--- src/rtl/jvef_pkg.sv ---
// ----------------------------------------------------------------------------
// jvef_pkg
// Shared types and constants for the JSON value extent finder.
// ----------------------------------------------------------------------------
package jvef_pkg;

  localparam int MaxNesting = 64;
  localparam int DepthW     = $clog2(MaxNesting + 1);
  localparam int AddrW      = (MaxNesting > 1) ? $clog2(MaxNesting) : 1;
  localparam int NestW      = 7;

  localparam logic [7:0] ChNul          = 8'h00;
  localparam logic [7:0] ChQuote        = 8'h22;
  localparam logic [7:0] ChBackslash    = 8'h5C;
  localparam logic [7:0] ChOpenBracket  = 8'h5B;
  localparam logic [7:0] ChCloseBracket = 8'h5D;
  localparam logic [7:0] ChOpenBrace    = 8'h7B;
  localparam logic [7:0] ChCloseBrace   = 8'h7D;

  typedef enum logic [1:0] {
    StScan = 2'd0,
    StDone = 2'd1,
    StErr  = 2'd2,
    StIdle = 2'd3
  } scan_status_e;

  typedef struct packed {
    logic       start_of_value;
    logic [7:0] text_byte;
  } in_beat_t;

  typedef struct packed {
    logic [1:0]       scan_status;
    logic [NestW-1:0] nesting_depth;
  } out_beat_t;

  typedef struct packed {
    logic              value_open;
    logic              inside_string;
    logic              escape_pending;
    logic [DepthW-1:0] open_depth;
    logic              top_kind;
  } scan_state_t;

  typedef struct packed {
    logic             we;
    logic [AddrW-1:0] addr;
    logic             kind;
  } stack_wr_t;

endpackage

--- src/rtl/jvef_ram.sv ---
// ----------------------------------------------------------------------------
// jvef_ram
// Generic single write port RAM with one registered read port.
// ----------------------------------------------------------------------------
module jvef_ram #(
  parameter int Width = 1,
  parameter int Depth = 64,
  parameter int AddrW = (Depth > 1) ? $clog2(Depth) : 1
) (
  input  logic             clk_i,
  input  logic             we_i,
  input  logic [AddrW-1:0] waddr_i,
  input  logic [Width-1:0] wdata_i,
  input  logic [AddrW-1:0] raddr_i,
  output logic [Width-1:0] rdata_o
);

  logic [Width-1:0] mem_q [Depth];
  logic [Width-1:0] rdata_q;

  always_ff @(posedge clk_i) begin
    if (we_i) begin
      mem_q[waddr_i] <= wdata_i;
    end
    rdata_q <= mem_q[raddr_i];
  end

  assign rdata_o = rdata_q;

endmodule

--- src/rtl/jvef_step.sv ---
// ----------------------------------------------------------------------------
// jvef_step
// Next-state and result logic for one text byte of the scan.
// ----------------------------------------------------------------------------
module jvef_step
  import jvef_pkg::*;
(
  input  in_beat_t    beat_i,
  input  scan_state_t state_i,
  input  logic        below_kind_i,
  output scan_state_t state_o,
  output stack_wr_t   wr_o,
  output out_beat_t   result_o
);

  always_comb begin
    logic [7:0]   c;
    logic         is_open;
    logic         is_close;
    scan_status_e status;

    c        = beat_i.text_byte;
    is_open  = (c == ChOpenBrace) || (c == ChOpenBracket);
    is_close = (c == ChCloseBrace) || (c == ChCloseBracket);
    status   = StScan;
    state_o  = state_i;
    wr_o     = '0;

    if (beat_i.start_of_value) begin
      state_o = '0;
      if (!is_open) begin
        status = StErr;
      end else begin
        state_o.value_open = 1'b1;
        state_o.open_depth = DepthW'(1);
        state_o.top_kind   = (c == ChOpenBracket);
        wr_o.we            = 1'b1;
        wr_o.addr          = '0;
        wr_o.kind          = (c == ChOpenBracket);
      end
    end else if (!state_i.value_open) begin
      status = StIdle;
    end else if (c == ChNul) begin
      state_o = '0;
      status  = StErr;
    end else if (state_i.inside_string) begin
      if (state_i.escape_pending) begin
        state_o.escape_pending = 1'b0;
      end else if (c == ChBackslash) begin
        state_o.escape_pending = 1'b1;
      end else if (c == ChQuote) begin
        state_o.inside_string = 1'b0;
      end
    end else if (c == ChQuote) begin
      state_o.inside_string = 1'b1;
    end else if (is_open) begin
      if (state_i.open_depth >= DepthW'(MaxNesting)) begin
        state_o = '0;
        status  = StErr;
      end else begin
        wr_o.we            = 1'b1;
        wr_o.addr          = state_i.open_depth[AddrW-1:0];
        wr_o.kind          = (c == ChOpenBracket);
        state_o.open_depth = DepthW'(state_i.open_depth + DepthW'(1));
        state_o.top_kind   = (c == ChOpenBracket);
      end
    end else if (is_close) begin
      if ((state_i.open_depth == '0) || (state_i.top_kind != (c == ChCloseBracket))) begin
        state_o = '0;
        status  = StErr;
      end else if (state_i.open_depth == DepthW'(1)) begin
        state_o = '0;
        status  = StDone;
      end else begin
        state_o.open_depth = DepthW'(state_i.open_depth - DepthW'(1));
        state_o.top_kind   = below_kind_i;
      end
    end

    result_o.scan_status   = status;
    result_o.nesting_depth = NestW'(state_o.open_depth);
  end

endmodule

--- src/rtl/json_value_extent_finder.sv ---
// ----------------------------------------------------------------------------
// json_value_extent_finder
// Finds where a JSON object or array ends in a byte stream, one byte a beat.
//
//   channel | dir | payload     | handshake
//   --------+-----+-------------+------------------------
//   in      | in  | in_beat_t   | in_valid_i / in_stall_o
//   out     | out | out_beat_t  | out_valid_o / out_stall_i
//
// one beat per cycle sustained unless out_stall_i holds a result; each beat
// passes the input register, then step logic into the result register
// the bracket stack lives in a ram; its registered read keeps the entry
// under the top ready, and the top itself sits in a flop
// reset clears scan state and valid flags only; the stack ram is not initialized
// a stalled result holds the pipe; the input register still fills behind it
// ----------------------------------------------------------------------------
module json_value_extent_finder
  import jvef_pkg::*;
(
  input  logic      clk_i,
  input  logic      rst_ni,
  input  logic      in_valid_i,
  output logic      in_stall_o,
  input  in_beat_t  in_beat_i,
  output logic      out_valid_o,
  input  logic      out_stall_i,
  output out_beat_t out_beat_o
);

  logic        in_vld_q;
  in_beat_t    in_beat_q;
  logic        out_vld_q;
  out_beat_t   out_beat_q;
  scan_state_t state_q;
  scan_state_t state_d;
  scan_state_t step_state;
  stack_wr_t   step_wr;
  out_beat_t   step_result;
  logic        below_kind;
  logic        adv;
  logic        step;
  logic [DepthW-1:0] rd_depth;

  assign adv        = !out_vld_q || !out_stall_i;
  assign step       = in_vld_q && adv;
  assign in_stall_o = in_vld_q && !adv;

  jvef_step u_step (
    .beat_i       (in_beat_q),
    .state_i      (state_q),
    .below_kind_i (below_kind),
    .state_o      (step_state),
    .wr_o         (step_wr),
    .result_o     (step_result)
  );

  assign state_d  = step ? step_state : state_q;
  assign rd_depth = DepthW'(state_d.open_depth - DepthW'(2));

  jvef_ram #(
    .Width (1),
    .Depth (MaxNesting),
    .AddrW (AddrW)
  ) u_stack (
    .clk_i   (clk_i),
    .we_i    (step && step_wr.we),
    .waddr_i (step_wr.addr),
    .wdata_i (step_wr.kind),
    .raddr_i (rd_depth[AddrW-1:0]),
    .rdata_o (below_kind)
  );

  always_ff @(posedge clk_i or negedge rst_ni) begin
    if (!rst_ni) begin
      in_vld_q  <= 1'b0;
      out_vld_q <= 1'b0;
      state_q   <= '0;
    end else begin
      if (!in_stall_o) begin
        in_vld_q <= in_valid_i;
      end
      if (adv) begin
        out_vld_q <= in_vld_q;
      end
      state_q <= state_d;
    end
  end

  always_ff @(posedge clk_i) begin
    if (!in_stall_o && in_valid_i) begin
      in_beat_q <= in_beat_i;
    end
    if (step) begin
      out_beat_q <= step_result;
    end
  end

  assign out_valid_o = out_vld_q;
  assign out_beat_o  = out_beat_q;

  a_depth_bound : assert property (@(posedge clk_i) disable iff (!rst_ni)
    state_q.open_depth <= DepthW'(MaxNesting))
    else $error("nesting depth above stack size");

  a_closed_clean : assert property (@(posedge clk_i) disable iff (!rst_ni)
    !state_q.value_open |-> (state_q.open_depth == '0) && !state_q.inside_string)
    else $error("closed value with leftover scan state");

  a_open_depth : assert property (@(posedge clk_i) disable iff (!rst_ni)
    state_q.value_open |-> (state_q.open_depth != '0))
    else $error("open value with zero depth");

  a_escape_in_string : assert property (@(posedge clk_i) disable iff (!rst_ni)
    state_q.escape_pending |-> state_q.inside_string)
    else $error("escape pending outside a string");

  a_done_depth : assert property (@(posedge clk_i) disable iff (!rst_ni)
    out_vld_q && ((out_beat_q.scan_status == StDone) || (out_beat_q.scan_status == StErr))
    |-> (out_beat_q.nesting_depth == '0))
    else $error("completed or failed beat with nonzero depth");

endmodule
--- config.mk ---
export PLATFORM = sky130hd
export DESIGN_NAME = json_value_extent_finder
export DESIGN_NICKNAME = d
export VERILOG_FILES = /design/src/rtl/jvef_pkg.sv /design/src/rtl/jvef_ram.sv /design/src/rtl/jvef_step.sv /design/src/rtl/json_value_extent_finder.sv
export SDC_FILE = /design/constraint.sdc
export NUM_CORES = 1
export LEC_CHECK = 0
export BUFFER_PORTS_ARGS = -buffer_cell sky130_fd_sc_hd__buf_2
export CORE_MARGIN = 5
export CORE_UTILIZATION = 47
export CTS_BUF_LIST = sky130_fd_sc_hd__clkbuf_16
export CTS_CLUSTER_DIAMETER = 120
export CTS_CLUSTER_SIZE = 16
export DETAILED_ROUTE_END_ITERATION = 8
export GPL_ROUTABILITY_DRIVEN = 0
export PLACE_DENSITY_LB_ADDON = 0.2
export SYNTH_ARGS = -nofsm -noshare
export SYNTH_HDL_FRONTEND = slang
export SYNTH_SLANG_ARGS = --single-unit
--- constraint.sdc ---
create_clock -name clk_i -period 3.8 [get_ports clk_i]
set_clock_uncertainty 0.05 [all_clocks]
set_input_delay 0 -clock clk_i [delete_from_list [all_inputs] [get_ports clk_i]]
set_output_delay 0 -clock clk_i [all_outputs]
set_load 0.01 [all_outputs]
==> metrics.txt <==
status=finished, violations left; failing checks=setup timing; Cell Pwr Density=367 nW/um^2; final setup TNS=-8.56 ps; Synth-to-Final Area Change=20.1%; share of post-route cells with drive strength above 1=20.5%; vias=3644; Rel. slew slack=56.3%; leakage dissipation=2.25 nW; R2R cell count=15; Post-synth EDFFs=82; WP data required=3960 ps; PortBufs=23; Clk pwr share=41.0%; Clock Latency Late Sink=340 ps; Synth area leader=edfxtp_1; die area=12500 um^2; combinational share of power=5.2%; die height=112 um; switching pwr=0.448 mW; FP Rows=37; DRT iter0 DRCs=436; worst hold margin=50.2 ps; reg2reg end=u_stack.rdata_o; Initial Util=47.7%; endpoint class of the critical path=register; antenna-violating nets left=0; I/O pins=24; largest net degree at the start of global routing=66; H-tree levels=3; Routed WL=12.0 mm; CTS root buf=clkbuf_16; Pins Over Slew Limit=0; via/cell ratio=5.90; share of the synthesized area in the top cell type=50.4%; final critical-path share of the clock period=100%; largest vdd supply drop=0.213 mV; TritonCTS clock tree=built; Fin. Hold Viols=0; DP Wirelength=8.18 mm; crit start category=register; core area=10200 um^2; Mapped Cells=414; R2R Setup Slk=-9 ps; main flop type after synthesis=edfxtp_1; WL/cell=19.4 um; TritonCTS Buffers=9; initial antenna violation count=0; # setup viols final=1; setup ws final=-8.56 ps; origin of the critical flop-to-flop path=state_q[6]; commonest non-fill, non-tap cell in the layout=nor2_1; TritonRoute pass-1 iters=5; Clock Sinks=96; Async SR Flop Fraction=13.5%; chip width=112 um; average size of a mapped cell=11.8 um^2; Final nets=495; #FFs+latches synth=96; yosys warns=0; Reg clk slew, reported paths=60 ps; fmax=263 MHz; worst slew pin tran=639 ps; first-pass GRT wire length=19.7 mm; critical path arrival=3970 ps; most frequent cells in the layout=nor2_1, edfxtp_1, buf_4; Max Buffers Root-to-Sink=2; critical path class=reg2reg; Synth area leaders=edfxtp_1, nor2_1, dfrtp_1; post-synthesis cell type count=63; number of global-route vias before repair=3687; remaining global-route overflow=0; n_diodes=0; Hold Path Class=in2async; min Tclk post-route=3810 ps; sequential share of power=53.8%; Post-Synthesis Cell Area=4880 um^2; RSZ-0062 raised after global routing=true; Pwr Total=2.15 mW; Critical Path Source=state_q[6]; Switching Share=20.8%; crit path max fanout=8; Mapped Nets=432; DRC violations left=0; Total GRT Usage=20.2%; end point of the critical path=u_stack.rdata_o; # fillers=828; Internal Power=1.70 mW; Max Cap Viol=0; Seq/Total Area, Yosys=57.5%
power by group through the flow:
stage | Sequential, mW | Clock (mW) | Combinational [mW]
finish | 1.16 | 0.882 | 0.111
global route | 1.16 | 0.947 | 0.121
CTS | 1.16 | 0.901 | 0.109
detailed placement | 1.18 | 0 | 0.0966
global placement | 1.18 | 0 | 0.0964
floorplan | 1.18 | 0 | 0.0453
critical path, cell delays in order (launching register included):
cell,delay [ps]
dfrtp_1,390
or4_4,570
o311a_1,320
or2_1,220
a32oi_1,190
o31a_1,230
o31ai_4,80
inv_1,80
ha_2,190
o21ai_2,70
a21oi_4,180
xor2_4,180
buf_12,160
mux2i_1,220
mux2i_1,100
mux4_2,460
flip-flops by register name (all words and copies together), names as in the netlist:
signal and flops:
in_beat_q 9, in_vld_q 1, out_beat_o 9, out_valid_o 1, state_q 11, u_stack.mem_q 64
u_stack.rdata_o 1
logic make-up after synthesis:
family	after synthesis	synth area share [%]
buffers and inverters	34	2.90
AND/OR/NAND/NOR	165	15.7
XOR/XNOR	5	1.28
multiplexers	37	10.9
adder cells (fa/ha/maj)	5	1.28
AO/OA/AOI/OAI	72	10.4
flip-flops	96	57.5
metrics by stage:
step | cells | setup slack [ps] | util (%) | cell area [um^2]
6_report | 618 | -8.56 | 57.3 | 5860
5_1_grt | 618 | -167 | 57.3 | 5860
4_1_cts | 617 | -13.4 | 57.0 | 5830
3_5_place_dp | 586 | -189 | 52.5 | 5370
3_3_place_gp | 586 | 17.2 | 52.5 | 5370
2_1_floorplan | 414 | -89.4 | - | 4890
synthesized netlist by cell type, types with 7 or more instances:
cell	instances
edfxtp_1	82
clkbuf_1	14
mux2i_1	24
dfrtp_1	13
nand3_1	10
nand2b_1	7
inv_1	13
a21oi_1	17
o21ai_0	13
mux4_2	13
nand2_1	22
nor2_1	87
cell type report:
cell class,count,area (um^2),share of cell area (%)
sequential,96,2810,47.9
multi-input combinational,284,1990,33.9
timing repair buffer,73,561,9.56
clock buffer,9,225,3.84
tap,136,170,2.90
clock inverter,7,62.6,1.07
inverter,13,48.8,0.832
worst min-delay path by stage:
stage | depth (start not counted) | endpoint | from | slack [ps]
finish | 2 | state_q[5] | rst_ni | 50
CTS | 2 | state_q[7] | rst_ni | 60
floorplan | 0 | in_vld_q | rst_ni | -350
detailed placement | 1 | state_q[7] | rst_ni | -120
global placement | 1 | state_q[7] | rst_ni | -130
global route | 2 | state_q[7] | rst_ni | 90
repair_timing:
item / 4_1_cts / 5_1_grt
hold endpoints to repair: 24 / 0
resized for setup: 6 / 3
setup buffers: 2 / 1
pin swaps: 2 / 4
hold buffers: 13 / 0
endpoints found under the setup margin: 1 / 1
layer usage:
| metal | track usage, % | vias up | share of wire, % | wire length (um) |
|---|---|---|---|---|
| li1 | - | 1673 | - | - |
| met1 | 27.8 | 1751 | 42 | 5060 |
| met2 | 32.3 | 196 | 47 | 5580 |
| met3 | 3.91 | 24 | 9.0 | 1080 |
| met4 | 7.05 | 0 | 2.1 | 257 |
| met5 | 0 | - | 0 | 0 |
Note: power is estimated with default switching activity, not from simulation.
